[src/hw/rtl/rpcd_pkg.sv]
`default_nettype none

package rpcd_pkg;

  localparam int CFG_IDX_W  = 2;
  localparam int CFG_DATA_W = 32;

  localparam logic [CFG_IDX_W-1:0] CFG_START_CODE = 2'd0;
  localparam logic [CFG_IDX_W-1:0] CFG_REG_MASK   = 2'd1;
  localparam logic [CFG_IDX_W-1:0] CFG_MAX_LEN    = 2'd2;

  localparam logic [15:0] MAX_LEN_RESET = 16'd256;

  localparam logic [1:0] EV_DATA   = 2'd0;
  localparam logic [1:0] EV_OK     = 2'd1;
  localparam logic [1:0] EV_CSUM   = 2'd2;
  localparam logic [1:0] EV_NOFUNC = 2'd3;

  typedef enum logic [1:0] {
    CMD_DATA,
    CMD_HDR_BAD,
    CMD_CALL_END
  } cmd_kind_t;

  typedef struct packed {
    cmd_kind_t   kind;
    logic [4:0]  index;
    logic [15:0] length;
    logic [7:0]  data;
    logic        last;
    logic [15:0] sum_calc;
    logic [15:0] sum_recv;
  } cmd_t;

endpackage

`default_nettype wire

[src/hw/rtl/rpcd_if.sv]
`default_nettype none

interface rpcd_in_if;
  logic       valid;
  logic       ready;
  logic [7:0] rx_byte;

  modport source (output valid, output rx_byte, input ready);
  modport sink (input valid, input rx_byte, output ready);
endinterface

interface rpcd_out_if;
  logic        valid;
  logic        ready;
  logic [1:0]  event_res;
  logic [4:0]  call_index;
  logic [15:0] payload_length;
  logic [7:0]  data_byte;
  logic        last;

  modport source (output valid, output event_res, output call_index,
                  output payload_length, output data_byte, output last, input ready);
  modport sink (input valid, input event_res, input call_index,
                input payload_length, input data_byte, input last, output ready);
endinterface

`default_nettype wire

[src/hw/rtl/rpcd_fifo.sv]
`default_nettype none

module rpcd_fifo #(
  parameter int DEPTH = 4
) (
  input  logic          clk,
  input  logic          rst_n,
  input  logic          push,
  input  rpcd_pkg::cmd_t push_cmd,
  input  logic          pop,
  output rpcd_pkg::cmd_t pop_cmd,
  output logic          full,
  output logic          empty
);
  import rpcd_pkg::*;

  localparam int PTR_W = (DEPTH > 1) ? $clog2(DEPTH) : 1;
  localparam int CNT_W = $clog2(DEPTH + 1);
  localparam logic [PTR_W-1:0] PTR_LAST = PTR_W'(DEPTH - 1);
  localparam logic [CNT_W-1:0] CNT_FULL = CNT_W'(DEPTH);

  cmd_t             slot_r [DEPTH];
  logic [PTR_W-1:0] wr_ptr_r, wr_ptr_nxt;
  logic [PTR_W-1:0] rd_ptr_r, rd_ptr_nxt;
  logic [CNT_W-1:0] count_r, count_nxt;
  logic             do_push, do_pop;

  assign full    = (count_r == CNT_FULL);
  assign empty   = (count_r == '0);
  assign do_push = push && !full;
  assign do_pop  = pop && !empty;
  assign pop_cmd = slot_r[rd_ptr_r];

  always_comb begin
    wr_ptr_nxt = wr_ptr_r;
    rd_ptr_nxt = rd_ptr_r;
    count_nxt  = count_r;
    if (do_push) begin
      wr_ptr_nxt = (wr_ptr_r == PTR_LAST) ? '0 : wr_ptr_r + PTR_W'(1);
    end
    if (do_pop) begin
      rd_ptr_nxt = (rd_ptr_r == PTR_LAST) ? '0 : rd_ptr_r + PTR_W'(1);
    end
    priority if (do_push && !do_pop) begin
      count_nxt = count_r + CNT_W'(1);
    end else if (do_pop && !do_push) begin
      count_nxt = count_r - CNT_W'(1);
    end else begin
      count_nxt = count_r;
    end
  end

  always_ff @(posedge clk) begin
    if (!rst_n) begin
      wr_ptr_r <= '0;
      rd_ptr_r <= '0;
      count_r  <= '0;
    end else begin
      wr_ptr_r <= wr_ptr_nxt;
      rd_ptr_r <= rd_ptr_nxt;
      count_r  <= count_nxt;
    end
  end

  always_ff @(posedge clk) begin
    if (do_push) begin
      slot_r[wr_ptr_r] <= push_cmd;
    end
  end

endmodule

`default_nettype wire

[src/hw/rtl/rpcd_front.sv]
`default_nettype none

module rpcd_front #(
  parameter int TABLE_ENTRIES = 32
) (
  input  logic           clk,
  input  logic           rst_n,
  rpcd_in_if.sink        in_chan,
  input  logic [31:0]    start_code,
  input  logic [15:0]    max_data_len,
  input  logic           q_full,
  output logic           q_push,
  output rpcd_pkg::cmd_t q_cmd
);
  import rpcd_pkg::*;

  typedef enum logic [2:0] {
    PH_HUNT,
    PH_HDR,
    PH_HSUM,
    PH_DATA,
    PH_DSUM
  } phase_t;

  phase_t      phase_r, phase_nxt;
  logic [31:0] window_r, window_nxt;
  logic [15:0] count_r, count_nxt;
  logic [15:0] sum_r, sum_nxt;
  logic [7:0]  rx_lo_r, rx_lo_nxt;
  logic [7:0]  index_r, index_nxt;
  logic [15:0] length_r, length_nxt;

  logic        take;
  logic [7:0]  b;
  logic [15:0] sum_add;
  logic [15:0] sum_recv;
  logic [15:0] count_inc;
  logic        is_last;

  assign in_chan.ready = !q_full;
  assign take      = in_chan.valid && !q_full;
  assign b         = in_chan.rx_byte;
  assign sum_add   = sum_r + {8'd0, b};
  assign sum_recv  = {b, rx_lo_r};
  assign count_inc = count_r + 16'd1;
  assign is_last   = (count_inc >= length_r);

  always_comb begin
    phase_nxt  = phase_r;
    window_nxt = window_r;
    count_nxt  = count_r;
    sum_nxt    = sum_r;
    rx_lo_nxt  = rx_lo_r;
    index_nxt  = index_r;
    length_nxt = length_r;
    q_push     = 1'b0;
    q_cmd.kind     = CMD_DATA;
    q_cmd.index    = index_r[4:0];
    q_cmd.length   = length_r;
    q_cmd.data     = 8'd0;
    q_cmd.last     = 1'b0;
    q_cmd.sum_calc = sum_r;
    q_cmd.sum_recv = sum_recv;
    if (take) begin
      unique case (phase_r)
        PH_HUNT: begin
          window_nxt = {b, window_r[31:8]};
          if (window_nxt == start_code) begin
            phase_nxt = PH_HDR;
            count_nxt = '0;
            sum_nxt   = '0;
            rx_lo_nxt = '0;
          end
        end
        PH_HDR: begin
          sum_nxt = sum_add;
          priority case (count_r[1:0])
            2'd0: index_nxt = b;
            2'd1: length_nxt = {length_r[15:8], b};
            default: length_nxt = {b, length_r[7:0]};
          endcase
          if (count_r[1:0] == 2'd2) begin
            phase_nxt = PH_HSUM;
            count_nxt = '0;
          end else begin
            count_nxt = count_inc;
          end
        end
        PH_HSUM: begin
          if (count_r == '0) begin
            rx_lo_nxt = b;
            count_nxt = 16'd1;
          end else begin
            priority if (sum_recv != sum_r) begin
              q_push     = 1'b1;
              q_cmd.kind = CMD_HDR_BAD;
              phase_nxt  = PH_HUNT;
            end else if (index_r >= 8'(TABLE_ENTRIES) || length_r > max_data_len) begin
              phase_nxt = PH_HUNT;
            end else begin
              phase_nxt = (length_r == '0) ? PH_DSUM : PH_DATA;
            end
            window_nxt = '0;
            count_nxt  = '0;
            sum_nxt    = '0;
            rx_lo_nxt  = '0;
          end
        end
        PH_DATA: begin
          sum_nxt    = sum_add;
          q_push     = 1'b1;
          q_cmd.kind = CMD_DATA;
          q_cmd.data = b;
          q_cmd.last = is_last;
          if (is_last) begin
            phase_nxt = PH_DSUM;
            count_nxt = '0;
          end else begin
            count_nxt = count_inc;
          end
        end
        PH_DSUM: begin
          if (count_r == '0) begin
            rx_lo_nxt = b;
            count_nxt = 16'd1;
          end else begin
            q_push     = 1'b1;
            q_cmd.kind = CMD_CALL_END;
            phase_nxt  = PH_HUNT;
            window_nxt = '0;
            count_nxt  = '0;
            sum_nxt    = '0;
            rx_lo_nxt  = '0;
          end
        end
        default: begin
          phase_nxt  = PH_HUNT;
          window_nxt = '0;
          count_nxt  = '0;
          sum_nxt    = '0;
          rx_lo_nxt  = '0;
        end
      endcase
    end
  end

  always_ff @(posedge clk) begin
    if (!rst_n) begin
      phase_r  <= PH_HUNT;
      window_r <= '0;
      count_r  <= '0;
      sum_r    <= '0;
      rx_lo_r  <= '0;
      index_r  <= '0;
      length_r <= '0;
    end else begin
      phase_r  <= phase_nxt;
      window_r <= window_nxt;
      count_r  <= count_nxt;
      sum_r    <= sum_nxt;
      rx_lo_r  <= rx_lo_nxt;
      index_r  <= index_nxt;
      length_r <= length_nxt;
    end
  end

endmodule

`default_nettype wire

[src/hw/rtl/rpcd_back.sv]
`default_nettype none

module rpcd_back (
  input  logic           clk,
  input  logic           rst_n,
  input  logic [31:0]    registered_mask,
  input  logic           q_empty,
  input  rpcd_pkg::cmd_t q_cmd,
  output logic           q_pop,
  rpcd_out_if.source     out_chan
);
  import rpcd_pkg::*;

  logic        out_valid_r;
  logic [1:0]  event_r, event_nxt;
  logic [4:0]  index_r;
  logic [15:0] length_r;
  logic [7:0]  data_r;
  logic        last_r;

  assign q_pop = !q_empty && (!out_valid_r || out_chan.ready);

  // resolve the event code of each queued command, including the end-of-call report
  always_comb begin
    unique case (q_cmd.kind)
      CMD_DATA:    event_nxt = EV_DATA;
      CMD_HDR_BAD: event_nxt = EV_CSUM;
      CMD_CALL_END: begin
        priority if (q_cmd.sum_calc != q_cmd.sum_recv) begin
          event_nxt = EV_CSUM;
        end else if (registered_mask[q_cmd.index]) begin
          event_nxt = EV_OK;
        end else begin
          event_nxt = EV_NOFUNC;
        end
      end
      default: event_nxt = EV_CSUM;
    endcase
  end

  always_ff @(posedge clk) begin
    if (!rst_n) begin
      out_valid_r <= 1'b0;
    end else if (q_pop) begin
      out_valid_r <= 1'b1;
    end else if (out_chan.ready) begin
      out_valid_r <= 1'b0;
    end
  end

  always_ff @(posedge clk) begin
    if (q_pop) begin
      event_r  <= event_nxt;
      index_r  <= q_cmd.index;
      length_r <= q_cmd.length;
      data_r   <= (q_cmd.kind == CMD_DATA) ? q_cmd.data : 8'd0;
      last_r   <= (q_cmd.kind == CMD_DATA) && q_cmd.last;
    end
  end

  assign out_chan.valid          = out_valid_r;
  assign out_chan.event_res      = event_r;
  assign out_chan.call_index     = index_r;
  assign out_chan.payload_length = length_r;
  assign out_chan.data_byte      = data_r;
  assign out_chan.last           = last_r;

endmodule

`default_nettype wire

[src/hw/rtl/rpc_request_deframer.sv]
// Receive-side call deframer: takes one link byte per request, hunts for the
// configured 32-bit start code (lowest byte first), checks the three-byte call
// header against its 16-bit additive checksum, passes payload bytes through
// with the final one flagged and ends each call with a single report: ok,
// checksum error or unregistered function. Bad index or oversize length drops
// back to hunting silently. A new byte is taken every cycle while the queue is
// not full; the parser state is registered and updates once per byte taken.
// Results go through a 4-entry queue and an output register, and the input
// only stalls once the queue fills behind a stalled output. No clearing pass
// after reset. Configuration is to be written only while idle; the block
// itself does not enforce this.
`default_nettype none

module rpc_request_deframer #(
  parameter int TABLE_ENTRIES = 32
) (
  input  logic                                  clk,
  input  logic                                  rst_n,
  rpcd_in_if.sink                               in_chan,
  rpcd_out_if.source                            out_chan,
  input  logic                                  cfg_we,
  input  logic [rpcd_pkg::CFG_IDX_W-1:0]        cfg_index,
  input  logic [rpcd_pkg::CFG_DATA_W-1:0]       cfg_wdata
);
  import rpcd_pkg::*;

  localparam int QUEUE_DEPTH = 4;

  logic [31:0] start_code_r;
  logic [31:0] reg_mask_r;
  logic [15:0] max_len_r;

  logic q_push, q_pop, q_full, q_empty;
  cmd_t q_in, q_out;

  always_ff @(posedge clk) begin
    if (!rst_n) begin
      start_code_r <= '0;
      reg_mask_r   <= '0;
      max_len_r    <= MAX_LEN_RESET;
    end else if (cfg_we) begin
      unique case (cfg_index)
        CFG_START_CODE: start_code_r <= cfg_wdata[31:0];
        CFG_REG_MASK:   reg_mask_r   <= cfg_wdata[31:0];
        CFG_MAX_LEN:    max_len_r    <= cfg_wdata[15:0];
        default: ;
      endcase
    end
  end

  rpcd_front #(
    .TABLE_ENTRIES(TABLE_ENTRIES)
  ) u_front (
    .clk          (clk),
    .rst_n        (rst_n),
    .in_chan      (in_chan),
    .start_code   (start_code_r),
    .max_data_len (max_len_r),
    .q_full       (q_full),
    .q_push       (q_push),
    .q_cmd        (q_in)
  );

  rpcd_fifo #(
    .DEPTH(QUEUE_DEPTH)
  ) u_queue (
    .clk      (clk),
    .rst_n    (rst_n),
    .push     (q_push),
    .push_cmd (q_in),
    .pop      (q_pop),
    .pop_cmd  (q_out),
    .full     (q_full),
    .empty    (q_empty)
  );

  rpcd_back u_back (
    .clk             (clk),
    .rst_n           (rst_n),
    .registered_mask (reg_mask_r),
    .q_empty         (q_empty),
    .q_cmd           (q_out),
    .q_pop           (q_pop),
    .out_chan        (out_chan)
  );

endmodule

`default_nettype wire

[src/flat_wrapper.sv]
// flat-port wrapper written by rule: the top's interface ports become plain ports
module rpc_request_deframer_flat import rpcd_pkg::*;
#(
  parameter int TABLE_ENTRIES = 32
)
  (clk, rst_n, cfg_we, cfg_index, cfg_wdata, in_chan_valid, in_chan_rx_byte, in_chan_ready, out_chan_valid, out_chan_event_res, out_chan_call_index, out_chan_payload_length, out_chan_data_byte, out_chan_last, out_chan_ready);
  rpcd_in_if in_chan_i ();
  rpcd_out_if out_chan_i ();
  input  logic clk;
  input  logic rst_n;
  input  logic cfg_we;
  input  logic [rpcd_pkg::CFG_IDX_W-1:0] cfg_index;
  input  logic [rpcd_pkg::CFG_DATA_W-1:0] cfg_wdata;
  input wire logic [$bits(in_chan_i.valid)-1:0] in_chan_valid;
  input wire logic [$bits(in_chan_i.rx_byte)-1:0] in_chan_rx_byte;
  output wire logic [$bits(in_chan_i.ready)-1:0] in_chan_ready;
  output wire logic [$bits(out_chan_i.valid)-1:0] out_chan_valid;
  output wire logic [$bits(out_chan_i.event_res)-1:0] out_chan_event_res;
  output wire logic [$bits(out_chan_i.call_index)-1:0] out_chan_call_index;
  output wire logic [$bits(out_chan_i.payload_length)-1:0] out_chan_payload_length;
  output wire logic [$bits(out_chan_i.data_byte)-1:0] out_chan_data_byte;
  output wire logic [$bits(out_chan_i.last)-1:0] out_chan_last;
  input wire logic [$bits(out_chan_i.ready)-1:0] out_chan_ready;
  assign in_chan_i.valid = in_chan_valid;
  assign in_chan_i.rx_byte = in_chan_rx_byte;
  assign in_chan_ready = in_chan_i.ready;
  assign out_chan_valid = out_chan_i.valid;
  assign out_chan_event_res = out_chan_i.event_res;
  assign out_chan_call_index = out_chan_i.call_index;
  assign out_chan_payload_length = out_chan_i.payload_length;
  assign out_chan_data_byte = out_chan_i.data_byte;
  assign out_chan_last = out_chan_i.last;
  assign out_chan_i.ready = out_chan_ready;
  rpc_request_deframer #(.TABLE_ENTRIES(TABLE_ENTRIES)) u_core (.clk(clk), .rst_n(rst_n), .in_chan(in_chan_i), .out_chan(out_chan_i), .cfg_we(cfg_we), .cfg_index(cfg_index), .cfg_wdata(cfg_wdata));
endmodule
[config.mk]
export PLATFORM = sky130hd
export DESIGN_NAME = rpc_request_deframer_flat
export DESIGN_NICKNAME = d
export VERILOG_FILES = /design/src/hw/rtl/rpcd_pkg.sv /design/src/hw/rtl/rpcd_if.sv /design/src/hw/rtl/rpcd_fifo.sv /design/src/hw/rtl/rpcd_front.sv /design/src/hw/rtl/rpcd_back.sv /design/src/hw/rtl/rpc_request_deframer.sv /design/src/flat_wrapper.sv
export SDC_FILE = /design/constraint.sdc
export NUM_CORES = 1
export LEC_CHECK = 0
export ABC_AREA = 1
export ABC_CLOCK_PERIOD_IN_PS = 9930
export BUFFER_PORTS_ARGS = -buffer_cell sky130_fd_sc_hd__buf_2
export CAP_MARGIN = 20
export CELL_PAD_IN_SITES_DETAIL_PLACEMENT = 1
export CELL_PAD_IN_SITES_GLOBAL_PLACEMENT = 1
export CORE_ASPECT_RATIO = 1.4
export CORE_MARGIN = 2
export CORE_UTILIZATION = 35
export DETAILED_ROUTE_END_ITERATION = 10
export PLACE_DENSITY_LB_ADDON = 0.1
export SETUP_SLACK_MARGIN = 0.15
export SLEW_MARGIN = 15
export SYNTH_ARGS = -nofsm -noshare
export SYNTH_HDL_FRONTEND = slang
export SYNTH_SLANG_ARGS = --single-unit
[constraint.sdc]
create_clock -name clk -period 9.93 [get_ports clk]
set_input_delay 2.979 -clock clk [delete_from_list [all_inputs] [get_ports clk]]
set_output_delay 2.979 -clock clk [all_outputs]
set_load 0.03 [all_outputs]
==> summary.txt, run 1 <==
Run status
  – Status: finished clean

Timing
  – Worst Tran Pin Value: 1.04 ns
  – Final setup TNS: 0 ns
  – Min setup slack post-route: 4.33 ns
  – Clock skew: 0.0224 ns
  – Final setup fails: 0
  – F_max: 0.179 GHz
  – Tmin final: 5.60 ns
  – Slew Limit Headroom: 30.3%
  – Slew Limit Fails: 0
  – Final Hold Viols: 0
  – Period Utilization, post-route: 56.4%
  – RSZ-0062 raised after global routing: false

CTS
  – Root buffer cell: clkbuf_16
  – Post-CTS Setup Inserts: 0
  – CTS HTree Levels: 2
  – Cts hold-fix bufs: 0
  – CTS Sinks: 469
  – CTS Buffer Depth: 3
  – Skew-Pair Late Insertion Delay: 0.60 ns
  – CTS Buf Count: 49
  – CTS tree: yes
  – Post-cts sizing count: 0
  – Worst-path clk slew: 0.07 ns

GRT
  – Met1 usage: 22.8%
  – Global Route Usage Sum: 20.0%
  – GRT overflow: 0
  – Grt met3 use: 2.16%
  – Initial antenna violation count: 1
  – Global-route wire length before repair: 93.7 mm
  – Met2 usage: 38.8%
  – Vias in the first global route: 15824
  – Most Crowded Layer GR: met2
  – Largest net degree at the start of global routing: 65

Flow run
  – Maxcap violations: 0

Worst setup path
  – CP required: 10.15 ns
  – Setup crit end kind: register
  – Critical path's largest stage delay: 0.89 ns
  – R2r endpoint: u_core.u_queue.slot_r[2][0]
  – Worst Setup Start Kind: input pin
  – CP delay by family, top: simple AND/OR/NAND/NOR gates
  – R2r setup slk: 5.73 ns
  – Worst path cell trace: buf_2 -> xor2_1 -> nor2_1 -> nand2_1 -> nor2_1 -> nand2_1 -> nand3_1 -> nand3_1 -> nand2_1 -> nor2_4 -> buf_4
  – R2R depth: 9
  – Crit path max fanout: 34
  – Setup CP Type: in -> reg
  – Worst reg2reg path startpoint: u_core.u_front.count_r[0]
  – Worst EP arrival: 5.82 ns
  – CP bufs+invs: 2
  – Cell depth of the worst setup path: 11
  – Crit-path most repeated cell: nand2_1
  – Slowest CP cell: nor2_4

Synthesis
  – Distinct cells, synth: 55
  – Syn Std Cell Area: 0.0207 mm2
  – Synth Register Bits: 469
  – Synthesized instance count: 2127
  – Synth warn: 0
  – Synthesized Nets: 2228
  – Sequential area share after synthesis: 59.2%
  – Average size of a mapped cell: 9.75 um2

Route
  – Total number of vias: 15050
  – Initial DRC count: 542
  – Routed Wire Length: 60.6 mm
  – Router iterations before antenna repair: 5
  – Drt via density: 5.06
  – Routed Antenna Nets: 0
  – Number of remaining DRC errors: 0
  – Wire per inst: 20.4 um

Floorplanning
  – Core ar.: 0.0586 mm2
  – Die area: 0.0612 mm2
  – Rows: 105
  – Chip width: 210 um
  – Starting Density: 35.4%
  – Die H: 292 um
  – IO Count: 81

Layout
  – Ant diodes: 0
  – Filler cells: 6617
  – Layout Nets: 2286
  – Multi-input logic area: 0.00727 mm2
  – Layout cells sized above 1: 11.3%
  – Most common cell after layout, fill and taps aside: nand2_1
  – Storage cell area: 0.0123 mm2
  – Area Overhead vs Synth: 13.0%
  – Most frequent cells in the layout: nand2_1, edfxtp_1, nor2_1

Hold path
  – Worst min-delay path category: reg -> reg
  – Hold-critical path endpoint: u_core.max_len_r[2]
  – HP Start: u_core.max_len_r[2]
  – Hold Path Cell Cnt: 2

Power
  – Sequential Power Share: 43.2%
  – Sw Ratio: 31.5%
  – Pwr Density: 223 mW/mm2
  – Leakage power: 9.20 nW
  – Combinational cell fraction of total power: 20.8%
  – Clock share of power: 36.0%
  – Int Pwr: 3.58 mW
  – Peak VDD IR: 127 uV
  – Switching Power: 1.65 mW

Placement
  – Global placer's final weighted congestion: 0.819
  – Port-buffer cells: 80
  – Dpl ws: 3.65 ns
  – Post-DP HPWL: 41.6 mm
## through the flow
step	total power [mW]	std cells	hold slack (ns)	instance area, um2	util, %
2_1_floorplan	3.04	2127	0.429	20700	-
3_3_place_gp	3.40	2882	0.442	21800	37.2
3_5_place_dp	3.42	2882	0.456	21800	37.2
4_1_cts	5.32	2972	0.465	23400	40.0
5_1_grt	5.48	2973	0.492	23400	40.0
6_report	5.23	2973	0.467	23400	40.0
## logic make-up after synthesis
group	count (synthesis)	synth area share, %
AOI/OAI and AO/OA	441	11.9
DFF	469	59.2
xor gates and xnor gates	65	2.75
and+or+nand+nor	805	16.9
buffers and inverters	293	5.98
adders and majority gates	54	3.33
## cells in the mapped netlist, drive strengths merged
| library cell | count | area share (%) |
|---|---|---|
| a21oi | 169 | 4.2 |
| o211ai | 12 | 0.43 |
| nor3b | 2 | 0.097 |
| fa | 2 | 0.19 |
| o21bai | 2 | 0.072 |
| nand3b | 4 | 0.14 |
| o31ai | 1 | 0.036 |
| o22ai | 20 | 0.60 |
| o2bb2ai | 1 | 0.042 |
| nand3 | 117 | 3.2 |
| a32o | 1 | 0.048 |
| xor2 | 42 | 1.8 |
| a31oi | 1 | 0.030 |
| nor4 | 8 | 0.24 |
| o21ai | 197 | 4.8 |
| buf | 45 | 1.5 |
| clkbuf | 48 | 0.87 |
| o22a | 1 | 0.042 |
| xnor2 | 23 | 0.97 |
| or2 | 4 | 0.13 |
| and3 | 1 | 0.030 |
| a32oi | 2 | 0.084 |
| o211a | 4 | 0.19 |
| a211oi | 25 | 1.2 |
| nand2 | 365 | 6.8 |
| edfxtp | 288 | 42 |
| a31o | 1 | 0.042 |
| a22oi | 2 | 0.072 |
| nor2 | 276 | 5.4 |
| nor3 | 12 | 0.34 |
| inv | 200 | 3.6 |
| dfxtp | 181 | 17 |
| nand4 | 16 | 0.51 |
| ha | 52 | 3.1 |
| o21a | 1 | 0.036 |
| a21o | 1 | 0.036 |
## worst max-delay path by stage
stage                       start                           end  slack, ns
2_1_floorplan  in_chan_rx_byte[2]   u_core.u_queue.slot_r[0][0]       2.97
3_3_place_gp   in_chan_rx_byte[2]  u_core.u_queue.slot_r[2][39]       3.71
3_5_place_dp   in_chan_rx_byte[1]  u_core.u_queue.slot_r[2][24]       3.65
4_1_cts        in_chan_rx_byte[7]  u_core.u_queue.slot_r[2][24]       4.28
5_1_grt        in_chan_rx_byte[1]  u_core.u_queue.slot_r[2][24]       4.03
6_report       in_chan_rx_byte[7]   u_core.u_queue.slot_r[2][0]       4.33
## tightest hold or removal path, stage by stage (launching register included)
cell and delay (ns):
dfxtp_1 0.30, inv_1 0.07, a21oi_1 0.06
## per-layer routing
metal,routed length [um],up-vias
li1,-,7334
met1,24600,7489
met2,33100,151
met3,1370,76
met4,1510,0
met5,0,-
## area by class of cell
type | instances | share of cell area, %
well taps | 749 | 4.00
repair buffers | 100 | 2.43
inverters | 200 | 3.22
clock buffers | 59 | 5.53
clock inverters | 31 | 1.41
multi-input cells | 1365 | 31.0
flip-flops and latches | 469 | 52.4
## sequential cells by signal (all words and copies together) (netlist names), 2 cells and up, named ones only
register                               flops
u_core.u_front.rx_lo_r                     8
u_core.u_back.out_chan.event_res           2
u_core.start_code_r                       32
u_core.u_front.length_r                   16
u_core.u_front.phase_r                     3
u_core.u_queue.wr_ptr_r                    2
u_core.u_queue.count_r                     3
u_core.u_back.out_chan.call_index          5
u_core.u_front.index_r                     8
u_core.u_back.out_chan.payload_length     16
u_core.u_queue.rd_ptr_r                    2
u_core.reg_mask_r                         32
u_core.u_queue.slot_r                    256
u_core.u_front.sum_r                      16
u_core.max_len_r                          16
u_core.u_front.window_r                   24
u_core.u_front.count_r                    16
u_core.u_back.out_chan.data_byte           8
## power by group through the flow
| stage | sequential (mW) | combinational [mW] | clock, mW |
|---|---|---|---|
| floorplan | 2.44 | 0.604 | 0 |
| global placement | 2.30 | 1.10 | 0 |
| detailed placement | 2.30 | 1.11 | 0 |
| CTS | 2.26 | 1.12 | 1.94 |
| global route | 2.27 | 1.21 | 2.00 |
| finish | 2.26 | 1.09 | 1.88 |
Power figures use the tool's default switching activity.
==> run 2, diff against run 1 <==
Settings changed: ABC_CLOCK_PERIOD_IN_PS 9930 to 4500.
Clock period 9.93 ns to 4.5 ns, I/O delays scaled along.
==> run 2 against run 1 <==
Setup slack got worse by 3.3 ns. Combinational power rose by 120%. Power up 120%. Cell count increased by 0.54%. Critical path type is now reg -> reg. Global-route usage increased by 0.43 points. Critical endpoint is now u_core.u_front.count_r[4]. Largest power group unchanged. First-iteration DRC count increased by 27%. Wire length up 2.4%. Critical path depth is 4 higher. Clock power rose by 120%. Core utilization up 0.37 points. Register-to-register slack got worse by 4.7 ns.
==> summary.txt, run 2 (synthesized netlist as in run 1, its figures left out) <==
Layout
  – Ant diodes: 0
  – Area Overhead vs Synth: 14.0%
  – Largest registers: u_core.u_queue.slot_r x256, u_core.reg_mask_r x32, u_core.start_code_r x32
  – Most frequent cells in the layout: nand2_1, edfxtp_1, nor2_1
  – Layout cells sized above 1: 11.9%
  – Max FFs per register: 256
  – Final Instance Count excl. Fillers: 2989
  – Layout Nets: 2302
  – Largest Register: u_core.u_queue.slot_r
  – Most common cell after layout, fill and taps aside: nand2_1

Worst setup path
  – Worst EP arrival: 3.94 ns
  – Worst Setup Start Kind: register
  – Setup CP Type: reg -> reg
  – Worst reg2reg path startpoint: u_core.u_front.count_r[0]
  – Setup crit end kind: register
  – R2r setup slk: 1.06 ns
  – CP required: 5.01 ns
  – Crit path max fanout: 14
  – CP Launch Point: u_core.u_front.count_r[0]

Flow run
  – Maxcap violations: 0

Timing
  – RSZ-0062 raised after global routing: false
  – Slew Limit Fails: 0
  – Slew Limit Headroom: 45.7%
  – Final Hold Viols: 0
  – Final setup TNS: 0 ns
  – Hold Slack: 0.459 ns
  – Clock skew: 0.0186 ns
  – Final setup fails: 0
  – F_max: 0.291 GHz
  – Worst Tran Pin Value: 0.813 ns
  – Period Utilization, post-route: 76.4%
  – Tmin final: 3.44 ns

GRT
  – Global-route wire length before repair: 95.0 mm
  – Global Route Usage Sum: 20.4%
  – GRT overflow: 0
  – Vias in the first global route: 16127
  – Largest net degree at the start of global routing: 75
  – Initial antenna violation count: 0

Route
  – Initial DRC count: 691
  – Number of remaining DRC errors: 0
  – Routed Wire Length: 62.1 mm
  – Total number of vias: 15258
  – Drt via density: 5.10
  – Wire per inst: 20.8 um
  – Router iterations before antenna repair: 5
  – Routed Antenna Nets: 0

Floorplanning
  – Die area: 0.0612 mm2
  – Rows: 105
  – Core ar.: 0.0586 mm2
  – Starting Density: 35.4%
  – Chip width: 210 um
  – Die H: 292 um
  – IO Count: 81

CTS
  – Worst-path clk slew: 0.06 ns
  – Post-CTS Setup Inserts: 0
  – CTS Buffer Depth: 3
  – Skew-Pair Late Insertion Delay: 0.59 ns
  – CTS HTree Levels: 2
  – Root buffer cell: clkbuf_16
  – CTS Buf Count: 49
  – CTS tree: yes
  – Post-cts sizing count: 0
  – CTS Sinks: 469
  – Cts hold-fix bufs: 0

Hold path
  – HP Start: u_core.u_front.index_r[7]
  – Worst min-delay path category: reg -> reg

Placement
  – Post-Place Cells: 2898
  – Post-DP HPWL: 43.4 mm
  – Port-buffer cells: 80
  – Global placer's final weighted congestion: 0.828

Power
  – Peak VDD IR: 495 uV
  – Pwr Density: 491 mW/mm2
  – Leakage power: 9.29 nW

Run status
  – Status: finished clean
-- run 2: where the power goes --
part / switching (mW) / total [mW] / internal [mW]
clock: 1.70 / 4.18 / 2.48
sequential: 0.165 / 5.04 / 4.87
combinational: 1.76 / 2.40 / 0.641
-- run 2: routing by layer --
metal / part of all wire [%] / wire length (um) / track usage [%]
met1: 40 / 25100 / 23.5
met2: 54 / 33700 / 39.2
met3: 2.7 / 1660 / 2.47
met4: 2.6 / 1580 / 5.79
met5: 0 / 0 / 0
-- run 2: critical path: stages, from the launching register on --
cell and delay [ns]:
dfxtp_1 0.47, buf_4 0.20, ha_1 0.18, nand3_1 0.13, inv_1 0.14, nand3_2 0.13
nor4_1 0.26, xor2_1 0.27, ha_1 0.28, nand2_1 0.10, o21ai_0 0.09, a21oi_1 0.31
nand4_2 0.27, nand2_4 0.28, nand3_1 0.12, a21oi_1 0.13
-- run 2: cell type report --
type,instances,area (um2)
fillers,6597,34900
flip-flops and latches,469,12300
multi-input cells,1365,7270
clock buffers,69,1380
well taps,749,937
repair buffers,116,766
inverters,200,756
clock inverters,21,262
-- run 2: final timing paths --
kind / end / cells after the start
worst max-delay path: u_core.u_front.count_r[4] / 15
worst min register to register: u_core.u_front.index_r[7] / 2
worst min-delay path: u_core.u_front.index_r[7] / 2
worst max register to register: u_core.u_front.count_r[4] / 15
-- run 2: stage by stage --
stage	util [%]	total power [mW]	worst slack, ns	area (um2)
after floorplan	-	6.71	-0.830	20700
after global placement	37.5	7.53	0.499	22000
after detailed placement	37.5	7.58	0.448	22000
after CTS	40.3	11.8	1.02	23600
after global routing	40.4	12.2	0.745	23700
final	40.4	11.6	1.06	23700
